[config.mk]
export PLATFORM = sky130hd
export DESIGN_NAME = inverter_torque_command_frame_top
export DESIGN_NICKNAME = d
export VERILOG_FILES = /design/src/hdl/itcf_pkg.sv /design/src/hdl/inverter_torque_command_frame_top.sv /design/src/hdl/itcf_div.sv
export SDC_FILE = /design/constraint.sdc
export NUM_CORES = 1
export LEC_CHECK = 0
export BUFFER_PORTS_ARGS = -buffer_cell sky130_fd_sc_hd__buf_2
export CAP_MARGIN = 20
export CORE_ASPECT_RATIO = 1.2
export CORE_MARGIN = 5
export CORE_UTILIZATION = 55
export CTS_BUF_LIST = sky130_fd_sc_hd__clkbuf_2
export DETAILED_ROUTE_END_ITERATION = 7
export PLACE_DENSITY = 0.83
export SYNTH_ARGS = -nofsm -noshare
export SYNTH_HDL_FRONTEND = slang
export SYNTH_SLANG_ARGS = --single-unit
export TNS_END_PERCENT = 20
[constraint.sdc]
create_clock -name clk -period 9.2 [get_ports clk]
set_input_delay 0.46 -clock clk [delete_from_list [all_inputs] [get_ports clk]]
set_output_delay 0.46 -clock clk [all_outputs]
set_load 0.02 [all_outputs]
[src/hdl/itcf_pkg.sv]
`timescale 1ns / 1ps
// itcf_pkg: shared types, constants and the check byte function for the
// inverter torque command frame builder; no dependencies
package itcf_pkg;

	// sequencer states
	typedef enum logic [3:0] {
		S_IDLE,
		S_MUL1,
		S_GO1,
		S_DIV1,
		S_TAPER,
		S_MUL2,
		S_GO2,
		S_DIV2,
		S_OFFSET,
		S_OUT
	} state_t;

	// configuration register indexes
	localparam logic [1:0] REG_TORQUE_MAX  = 2'd0;
	localparam logic [1:0] REG_TAPER_UPPER = 2'd1;
	localparam logic [1:0] REG_TAPER_LOWER = 2'd2;
	localparam logic [1:0] REG_SPEED_MAX   = 2'd3;

	// register reset values
	localparam logic [12:0] TORQUE_MAX_RST  = 13'd3000;
	localparam logic [14:0] TAPER_UPPER_RST = 15'd500;
	localparam logic [14:0] TAPER_LOWER_RST = 15'd75;
	localparam logic [14:0] SPEED_MAX_RST   = 15'd6000;

	localparam logic [14:0] PCT_DIVISOR   = 15'd100;
	localparam logic [18:0] TORQUE_OFFSET = 19'd32128;
	localparam logic [15:0] CMD_MAX       = 16'hFFFF;

	// control byte codes
	localparam logic [1:0] CTRL_ENABLED  = 2'b10;
	localparam logic [1:0] CTRL_DISABLED = 2'b01;
	localparam logic [1:0] CTRL_FORWARD  = 2'b10;
	localparam logic [1:0] CTRL_REVERSE  = 2'b01;

	localparam logic [7:0] CRC_SEED  = 8'h7F;
	localparam logic [7:0] CTRL_ENFW = 8'hA0;
	localparam logic [7:0] CTRL_DSFW = 8'h60;

	typedef logic [7:0] crc_tbl_t [16];
	localparam crc_tbl_t CRC_TABLE = '{
		8'hAA, 8'h7F, 8'hFE, 8'h29, 8'h52, 8'hA4, 8'h9D, 8'hEF,
		8'h0B, 8'h16, 8'h2C, 8'h58, 8'hB0, 8'h60, 8'hC0, 8'h01
	};

	// request to the shared divider
	typedef struct packed {
		logic        start;
		logic [31:0] dividend;
		logic [14:0] divisor;
	} div_req_t;

	// check byte over control byte and torque command
	function automatic logic [7:0] check_byte(input logic [7:0] ctrl, input logic [15:0] tq);
		logic [15:0] t;
		logic [7:0]  crc;
		t = tq;
		if (((ctrl & CTRL_ENFW) == CTRL_ENFW) || ((ctrl & CTRL_DSFW) == CTRL_DSFW)) begin
			t = t + 16'd1;
		end
		if (t[1:0] == 2'b11) begin
			t = t + 16'd4;
		end
		crc = CRC_SEED;
		for (int i = 0; i < 16; i++) begin
			if (t[i]) begin
				crc = crc ^ CRC_TABLE[i];
			end
		end
		return crc;
	endfunction

endpackage

[src/hdl/inverter_torque_command_frame_top.sv]
`timescale 1ns / 1ps
// inverter_torque_command_frame_top: builds one torque command frame per
// input beat; depends on itcf_pkg and itcf_div
//
// channel | dir | handshake           | payload
// --------+-----+---------------------+------------------------------------------
// s_      | in  | s_tvalid/s_tready   | enable, forward, throttle, motor_speed
// m_      | out | m_tvalid/m_tready   | control_byte, torque_command, security_byte
// cfg_    | in  | cfg_valid/cfg_ready | cfg_index, cfg_data (register write)
//
// divider: the throttle scaling and, when the regeneration taper applies, the
//   taper both go through the shared 32-step serial divider
// reset: arst_n clears the sequencer, sequence count, output valid and loads
//   the register defaults
// stalls: a finished frame waits in the output register; the next input beat
//   is taken meanwhile, and the sequencer holds before its final write only
//   while that register is still full and m_tready is low
module inverter_torque_command_frame_top
	import itcf_pkg::*;
(
	input  logic        clk,
	input  logic        arst_n,
	// input beats
	input  logic        s_tvalid,
	output logic        s_tready,
	input  logic [31:0] s_tdata,   // [0] enable, [1] forward, [12:2] throttle, [27:13] motor_speed
	// output beats
	output logic        m_tvalid,
	input  logic        m_tready,
	output logic [31:0] m_tdata,   // [7:0] control_byte, [23:8] torque_command, [31:24] security_byte
	// register writes
	input  logic        cfg_valid,
	output logic        cfg_ready,
	input  logic [1:0]  cfg_index,
	input  logic [14:0] cfg_data
);

	// configuration registers
	logic [12:0] torque_max_q;
	logic [14:0] taper_upper_q;
	logic [14:0] taper_lower_q;
	logic [14:0] speed_max_q;

	// sequencer
	state_t state_q, state_d;
	logic [2:0] seq_q;

	// captured item
	logic        en_q;
	logic        fwd_q;
	logic        neg_q;        // throttle sign
	logic [10:0] thr_mag_q;    // throttle magnitude
	logic [14:0] speed_q;

	// working values
	logic [16:0] mag_q;        // request magnitude
	logic [14:0] pos_q;        // speed above lower taper
	logic [14:0] span_q;       // taper span
	logic [31:0] prod_q;
	logic [15:0] cmd_q;

	// output register
	logic        out_valid_q;
	logic [31:0] out_data_q;

	logic        in_acc;
	logic        out_load;
	div_req_t    div_req;
	logic        div_done;
	logic [31:0] div_quot;

	// shared multiplier operands
	logic [16:0] mul_a;
	logic [14:0] mul_b;

	// final offset stage
	logic signed [17:0] req_s;
	logic signed [17:0] req_adj;
	logic signed [18:0] cmd_sum;
	logic [15:0]        cmd_sat;
	logic [7:0]         ctrl_byte;
	logic [10:0]        thr_in;
	logic               taper_on;

	assign cfg_ready = 1'b1;
	assign s_tready  = (state_q == S_IDLE);
	assign in_acc    = s_tvalid && s_tready;
	assign m_tvalid  = out_valid_q;
	assign m_tdata   = out_data_q;
	assign thr_in    = s_tdata[12:2];

	// regeneration with speed under the upper taper point
	assign taper_on = neg_q && (mag_q != '0) && (speed_q < taper_upper_q);

	itcf_div u_div (
		.clk      (clk),
		.arst_n   (arst_n),
		.req      (div_req),
		.done     (div_done),
		.quotient (div_quot)
	);

	// config writes
	always_ff @(posedge clk or negedge arst_n) begin
		if (!arst_n) begin
			torque_max_q  <= TORQUE_MAX_RST;
			taper_upper_q <= TAPER_UPPER_RST;
			taper_lower_q <= TAPER_LOWER_RST;
			speed_max_q   <= SPEED_MAX_RST;
		end else if (cfg_valid && cfg_ready) begin
			case (cfg_index)
				REG_TORQUE_MAX:  torque_max_q  <= cfg_data[12:0];
				REG_TAPER_UPPER: taper_upper_q <= cfg_data;
				REG_TAPER_LOWER: taper_lower_q <= cfg_data;
				REG_SPEED_MAX:   speed_max_q   <= cfg_data;
				default: ;
			endcase
		end
	end

	// state register, sequence count and output valid
	always_ff @(posedge clk or negedge arst_n) begin
		if (!arst_n) begin
			state_q     <= S_IDLE;
			seq_q       <= '0;
			out_valid_q <= 1'b0;
		end else begin
			state_q <= state_d;
			if (in_acc) begin
				seq_q <= seq_q + 3'd1;
			end
			if (out_load) begin
				out_valid_q <= 1'b1;
			end else if (m_tready) begin
				out_valid_q <= 1'b0;
			end
		end
	end

	// next state and unit control
	always_comb begin
		state_d          = state_q;
		out_load         = 1'b0;
		div_req.start    = 1'b0;
		div_req.dividend = prod_q;
		div_req.divisor  = PCT_DIVISOR;
		mul_a            = {6'd0, thr_mag_q};
		mul_b            = {2'd0, torque_max_q};
		case (state_q)
			S_IDLE: begin
				if (in_acc) begin
					state_d = S_MUL1;
				end
			end
			S_MUL1: state_d = S_GO1;
			S_GO1: begin
				div_req.start = 1'b1;
				state_d       = S_DIV1;
			end
			S_DIV1: begin
				if (div_done) begin
					state_d = S_TAPER;
				end
			end
			S_TAPER: begin
				if (taper_on && (speed_q >= taper_lower_q)) begin
					state_d = S_MUL2;
				end else begin
					state_d = S_OFFSET;
				end
			end
			S_MUL2: begin
				mul_a   = mag_q;
				mul_b   = pos_q;
				state_d = S_GO2;
			end
			S_GO2: begin
				div_req.start   = 1'b1;
				div_req.divisor = span_q;
				state_d         = S_DIV2;
			end
			S_DIV2: begin
				if (div_done) begin
					state_d = S_OFFSET;
				end
			end
			S_OFFSET: state_d = S_OUT;
			S_OUT: begin
				if (!out_valid_q || m_tready) begin
					out_load = 1'b1;
					state_d  = S_IDLE;
				end
			end
			default: state_d = S_IDLE;
		endcase
	end

	// signed request, overspeed halving (floor), offset and saturation
	always_comb begin
		req_s   = neg_q ? -$signed({1'b0, mag_q}) : $signed({1'b0, mag_q});
		req_adj = (speed_q > speed_max_q) ? (req_s >>> 1) : req_s;
		cmd_sum = $signed(TORQUE_OFFSET) + $signed({req_adj[17], req_adj});
		if (cmd_sum < 0) begin
			cmd_sat = '0;
		end else if (cmd_sum > $signed({3'd0, CMD_MAX})) begin
			cmd_sat = CMD_MAX;
		end else begin
			cmd_sat = cmd_sum[15:0];
		end
	end

	assign ctrl_byte = {en_q ? CTRL_ENABLED : CTRL_DISABLED,
		fwd_q ? CTRL_FORWARD : CTRL_REVERSE, 1'b0, seq_q};

	// datapath registers
	always_ff @(posedge clk) begin
		if (in_acc) begin
			en_q      <= s_tdata[0];
			fwd_q     <= s_tdata[1];
			neg_q     <= thr_in[10];
			thr_mag_q <= thr_in[10] ? (11'd0 - thr_in) : thr_in;
			speed_q   <= s_tdata[27:13];
		end
		if (state_q == S_MUL1 || state_q == S_MUL2) begin
			prod_q <= 32'(mul_a) * 32'(mul_b);
		end
		if ((state_q == S_DIV1 || state_q == S_DIV2) && div_done) begin
			mag_q <= div_quot[16:0];
		end
		if (state_q == S_TAPER) begin
			pos_q  <= speed_q - taper_lower_q;
			span_q <= taper_upper_q - taper_lower_q;
			// regen below the lower taper point gives no torque
			if (taper_on && (speed_q < taper_lower_q)) begin
				mag_q <= '0;
			end
		end
		if (state_q == S_OFFSET) begin
			cmd_q <= cmd_sat;
		end
		if (out_load) begin
			out_data_q <= {check_byte(ctrl_byte, cmd_q), cmd_q, ctrl_byte};
		end
	end

endmodule

[src/hdl/itcf_div.sv]
`timescale 1ns / 1ps
// itcf_div: restoring divider, one quotient bit per cycle, 32-bit dividend
// over a 15-bit divisor; depends on itcf_pkg
module itcf_div
	import itcf_pkg::*;
(
	input  logic        clk,
	input  logic        arst_n,
	input  div_req_t    req,
	output logic        done,
	output logic [31:0] quotient
);

	logic        busy_q;
	logic        done_q;
	logic [4:0]  cnt_q;
	logic [31:0] acc_q;
	logic [14:0] rem_q;
	logic [14:0] dvs_q;
	logic [15:0] trial;
	logic [15:0] diff;
	logic        ge;

	assign trial = {rem_q, acc_q[31]};
	assign ge    = trial >= {1'b0, dvs_q};
	assign diff  = trial - {1'b0, dvs_q};

	always_ff @(posedge clk or negedge arst_n) begin
		if (!arst_n) begin
			busy_q <= 1'b0;
			done_q <= 1'b0;
			cnt_q  <= '0;
		end else begin
			done_q <= 1'b0;
			if (req.start) begin
				busy_q <= 1'b1;
				cnt_q  <= '0;
			end else if (busy_q) begin
				cnt_q <= cnt_q + 5'd1;
				if (cnt_q == 5'd31) begin
					busy_q <= 1'b0;
					done_q <= 1'b1;
				end
			end
		end
	end

	always_ff @(posedge clk) begin
		if (req.start) begin
			acc_q <= req.dividend;
			rem_q <= '0;
			dvs_q <= req.divisor;
		end else if (busy_q) begin
			rem_q <= ge ? diff[14:0] : trial[14:0];
			acc_q <= {acc_q[30:0], ge};
		end
	end

	assign done     = done_q;
	assign quotient = acc_q;

endmodule
==> results of run 1 <==
-- synth_stat cells, drive strengths merged, types with 20 or more instances --
| cell type | count |
|---|---|
| fa | 196 |
| dfrtp | 49 |
| nor2 | 163 |
| and3 | 81 |
| clkbuf | 81 |
| dfxtp | 32 |
| inv | 317 |
| o21ai | 63 |
| dfstp | 24 |
| nand2b | 20 |
| xnor2 | 109 |
| edfxtp | 185 |
| nor3 | 39 |
| mux2 | 77 |
| xor2 | 43 |
| mux2i | 40 |
| nand3 | 44 |
| a21oi | 99 |
| a21o | 33 |
| nand2 | 293 |
| ha | 180 |
-- what timing repair did --
| action | 4_1_cts | 5_1_grt |
|---|---|---|
| hold buffers | 56 | 0 |
| gates resized for setup | 0 | 0 |
| hold endpoints to repair | 165 | 0 |
-- per-stage QoR --
stage / util / cells / worst slack, ns
floorplan: - / 2408 / 1.78
global placement: 0.582 / 2989 / 1.13
detailed placement: 0.582 / 2989 / 1.01
CTS: 0.610 / 3176 / 0.950
global route: 0.611 / 3180 / 0.463
finish: 0.611 / 3180 / 0.915
-- worst max-delay path: stages (launching register included) --
cell and delay, ns:
dfrtp_1 0.53, nand2b_1 0.35, nor2_4 0.70, buf_4 0.34
mux2_2 0.46, nand2_1 0.13, fa_1 0.45, fa_1 0.51
fa_1 0.49, inv_1 0.05, fa_1 0.50, fa_1 0.54
inv_1 0.05, fa_1 0.52, inv_1 0.04, ha_1 0.37
a21oi_1 0.17, o21ai_0 0.10, a211oi_1 0.41, nor2b_1 0.14
nand3_1 0.14, nand4_1 0.17, a221o_1 0.41, a21o_1 0.21
a21oi_1 0.17, xnor2_1 0.08
-- flip-flops by register name (all words and copies together) (netlist names), 16 cells and up --
register        flops
u_div.quotient     32
m_tdata            31
mag_q              17
prod_q             32
cmd_q              16
-- logic make-up after synthesis --
family	synth area share
and+or+nand+nor	0.148
buffers and inverters	0.0663
adders and majority gates	0.258
AOI/OAI and AO/OA	0.0826
DFF	0.336
xor gates and xnor gates	0.0559
muxes	0.0529
other	0.000313
-- power breakdown --
group	switching, mW	internal [mW]	leakage [nW]	total [mW]
sequential	0.216	1.89	2.80	2.10
combinational	2.93	2.16	9.00	5.09
clock	0.535	0.318	0.500	0.853
total	3.68	4.36	12.3	8.04
-- layout make-up --
cell class,count,area share
clock buffer,109,0.0208
inverter,317,0.0453
clock inverter,22,0.00381
sequential,290,0.307
antenna,2,0.000191
tap,552,0.0263
multi-input combinational,1708,0.547
timing repair buffer,180,0.0502
-- metal layers --
metal  global-route usage  share of wire  wire length [um]
met1                0.284           0.38             22100
met2                0.434           0.50             29300
met3               0.0505          0.068              3960
met4                0.120          0.047              2710
met5                    0        0.00071                41
-- worst min path at each step --
stage,startpoint,endpoint
finish,arst_n,torque_max_q[0]
global route,s_tdata[14],speed_q[1]
CTS,s_tdata[27],speed_q[14]
detailed placement,en_q,m_tdata[7]
global placement,en_q,m_tdata[7]
floorplan,arst_n,m_tvalid
==> impl_metrics.toml, run 1 <==
[sta]
timing.slew.headroom = 0.336
slew_violations = 0
fmax_mhz = 121
setup_viol = 0
min_period_over_period = 0.901
hold_violations = 0
tns_ns = 0
max_slew.worst_pin.slew_ns = 0.996
fin_crit_ns = 8.29
clock_skew_ns = 0.100
whs_ns = 0.114
grt_setup_unrepaired = "false"

[run]
max_cap_violations = 0

[global_route]
grt_pass1_wl_mm = 95.3
antenna_found_initial = 5
grtUsageTotal = 0.245
gr-total-overflow = 0
grt_pass1_vias = 19262
grt_max_degree = 74

[status]
status = "finished clean"

[logic_synthesis]
synth.distinct_cells = 76
synth_fp_nets = 2838
synth_warnings = 0
yosys.area.top_type = "edfxtp_1"
postSynthAreaPerCell_um2 = 9.95
syn_inst = 2408
synth_async_sr_flop_share = 0.252
syn-cell-area_um2 = 24000
ys.flop_type = "edfxtp_1"
seq_area_frac_synth = 0.336
synth-edff-count = 185
ys_ff_latch = 290
synthDominantCellAreaShare = 0.232
synth.top_cells.by_area = "edfxtp_1 (23%), fa_1 (16%), ha_1 (9.4%)"

[clock_tree]
tritoncts = "done"
clkSinkCount = 290
cts_buffer_depth = 3
cts.htree.levels = 3
insertion_delay_ns = 1.02
cts-buffers-inserted = 72
root_buffer = "clkbuf_2"
clk_pin_slew_ns = 0.12
post_cts_buffers = 0

[layout]
multiInputGateArea_um2 = 14400
mostFrequentLayoutCells = "inv_1 (316), nand2_1 (293), fa_1 (196), edfxtp_1 (185), ha_1 (180)"
final_cell_area_um2 = 26300
final-seq-area_um2 = 8050
fillers = 3416
drive_gt1_frac = 0.146
layout_commonest_cell = "inv_1"
layout.nets = 2999
area_growth_pct = 9.57

[power]
power.leakage_nw = 12.3
powerDensity_nw_per_um2 = 306
power_mw = 8.04
ir_drop_mv = 0.313

[setup_path]
rrSetupSlack_ns = 0.91
cp_max_fo = 26
cp-start-kind = "flop"
crit_path_end_kind = "flop"
worst_r2r_endpoint = "prod_q[26]"
crit_arrival_ns = 8.99
crit_path_end = "prod_q[26]"
critPathRequiredTime_ns = 9.90
critPathKind = "reg -> reg"
reg2reg_from = "state_q[1]"
crit_start = "state_q[1]"
r2r_cells = 25

[die]
ios = 89
core_um2 = 43000
fp.dieArea_um2 = 47900
fp.dieW_um = 201
num_rows = 83
start_util = 0.558
chipHeight_um = 239

[detailed_routing]
routed_wl_mm = 58.1
firstDrtPassIters = 5
wl_per_cell_um = 18.3
drc = 0
via_count = 18131
vias_per_cell = 5.70
drtIter0Drc = 1296
drtAntennaViolNets = 0

[place]
dp_hpwl_mm = 44.4
placed_area_um2 = 25000
gp_congestion = 0.920
io_buffer_count = 82

[hold_path]
hp-class = "in -> async"
No activity file was read; power rests on OpenSTA's default activity.
==> run 2: changes to the inputs <==
- ABC_AREA: not set -> 1
==> impl_metrics.toml, run 2 <==
[status]
status = "complete, but fails checks"
violations = "DRC"

[logic_synthesis]
synth_fp_nets = 3204
synth.top_cells.by_area = "edfxtp_1 (23%), fa_1 (16%), nand2_1 (9.5%)"
syn_inst = 2774
yosys.area.top_type = "edfxtp_1"
seq_area_frac_synth = 0.337
synth-edff-count = 185
synth.distinct_cells = 57
synth_warnings = 0
syn-cell-area_um2 = 23900
postSynthAreaPerCell_um2 = 8.62
ys_ff_latch = 290
synth_most_common_cell = "nand2_1"
synthDominantCellAreaShare = 0.232
yosys-top-cells-count = "nand2_1 (603), inv_1 (506), nor2_1 (296), fa_1 (196), edfxtp_1 (185)"
ys.flop_type = "edfxtp_1"
synth_async_sr_flop_share = 0.252

[sta]
tns_ns = 0
hold_violations = 0
clock_skew_ns = 0.151
min_period_over_period = 0.896
setup_viol = 0
slew_violations = 0
grt_setup_unrepaired = "false"
timing.slew.headroom = 0.292
fin_crit_ns = 8.25
max_slew.worst_pin.slew_ns = 1.06
fmax_mhz = 121

[clock_tree]
clkSinkCount = 290
cts_hold_buffers = 53
cts_buffer_depth = 3
insertion_delay_ns = 1.08
tritoncts = "done"
postCtsResizedCells = 0
clk_pin_slew_ns = 0.11
root_buffer = "clkbuf_2"
cts.htree.levels = 3
cts-buffers-inserted = 75
post_cts_buffers = 0

[layout]
mostFrequentLayoutCells = "nand2_1 (603), inv_1 (506), nor2_1 (293), fa_1 (196), edfxtp_1 (185)"
fillers = 3537
layout.nets = 3384
layout_commonest_cell = "nand2_1"
drive_gt1_frac = 0.106
area_growth_pct = 9.55

[setup_path]
r2r_cells = 28
critPathKind = "reg -> reg"
critPathRequiredTime_ns = 9.96
slowest_delay_ns = 0.58
cp_max_fo = 30
crit_arrival_ns = 9.00
rrSetupSlack_ns = 0.95
cp_slowest_cell = "fa_1"
cp-start-kind = "flop"
worst_r2r_endpoint = "prod_q[27]"
reg2reg_from = "state_q[3]"
crit_path_end_kind = "flop"

[die]
core_um2 = 42900
fp.dieArea_um2 = 47800
start_util = 0.558
fp.dieW_um = 200
chipHeight_um = 238
ios = 89
num_rows = 83

[global_route]
grt_pass1_vias = 19833
gr-total-overflow = 0
antenna_found_initial = 2
grt_max_degree = 74
grt_pass1_wl_mm = 95.8
grtUsageTotal = 0.245

[detailed_routing]
routed_wl_mm = 57.6
wl_per_cell_um = 16.2
drc = 1
vias_per_cell = 5.39
drtIter0Drc = 1472
firstDrtPassIters = 8
drtAntennaViolNets = 0
via_count = 19244

[run]
max_cap_violations = 0

[place]
io_buffer_count = 82
dp_hpwl_mm = 45.3
gp_congestion = 0.974

[hold_path]
hp-class = "in -> async"
==> run 2: logic make-up after synthesis <==
family / synth area share
compound gates: 0.0718
xor+xnor: 0.0528
fa+ha+maj: 0.258
buf+inv: 0.0936
flops: 0.337
mux: 0.000471
other cells: 0.000314
simple gates: 0.186
==> run 2: worst max path at each step <==
stage	start	endpoint	slack (ns)	depth (start not counted)
floorplan	state_q[3]	prod_q[27]	1.97	30
global placement	state_q[3]	prod_q[26]	1.30	28
detailed placement	state_q[2]	prod_q[27]	1.14	31
CTS	state_q[2]	prod_q[27]	1.05	31
global route	state_q[3]	prod_q[27]	0.43	28
finish	state_q[3]	prod_q[27]	0.95	28
==> run 2: routing by layer <==
metal,global-route usage,vias to the layer above,wire (um)
met5,0,-,0
met4,0.100,0,2230
met3,0.0519,161,4310
met2,0.438,807,29000
met1,0.290,9153,22100
li1,-,9123,-
==> run 2: layout make-up <==
cell class,instances,area [um^2],area share
Antenna cell,2,5.00,0.000191
Clock buffer,106,531,0.0202
Clock inverter,32,193,0.00735
Inverter,525,1970,0.0752
Multi-Input combinational cell,1904,13600,0.521
Sequential cell,290,8050,0.307
Tap cell,552,691,0.0264
Timing Repair Buffer,158,1120,0.0426
==> run 2: critical path, delay by kind of cell, from the launching register on <==
| family | cells | cell delay (ns) |
|---|---|---|
| fa+ha+maj | 7 | 3.30 |
| simple gates | 3 | 0.51 |
| flops | 1 | 0.46 |
| xor+xnor | 1 | 0.08 |
| compound gates | 8 | 1.98 |
| buf+inv | 9 | 1.61 |
==> run 2: per-stage QoR <==
step,setup slack (ns),instances,util,hold slack (ns),area [um^2]
2_1_floorplan,1.97,2774,-,0.164,23900
3_3_place_gp,1.30,3373,0.581,0.444,24900
3_5_place_dp,1.14,3374,0.581,0.463,24900
4_1_cts,1.05,3565,0.611,0.00801,26200
5_1_grt,0.428,3569,0.611,0.0937,26200
6_report,0.955,3569,0.611,0.133,26200
Power of run 2 is left out: the tool's default activity adds up to more than one toggle a clock period on the data nets, which glitch-free logic cannot reach.
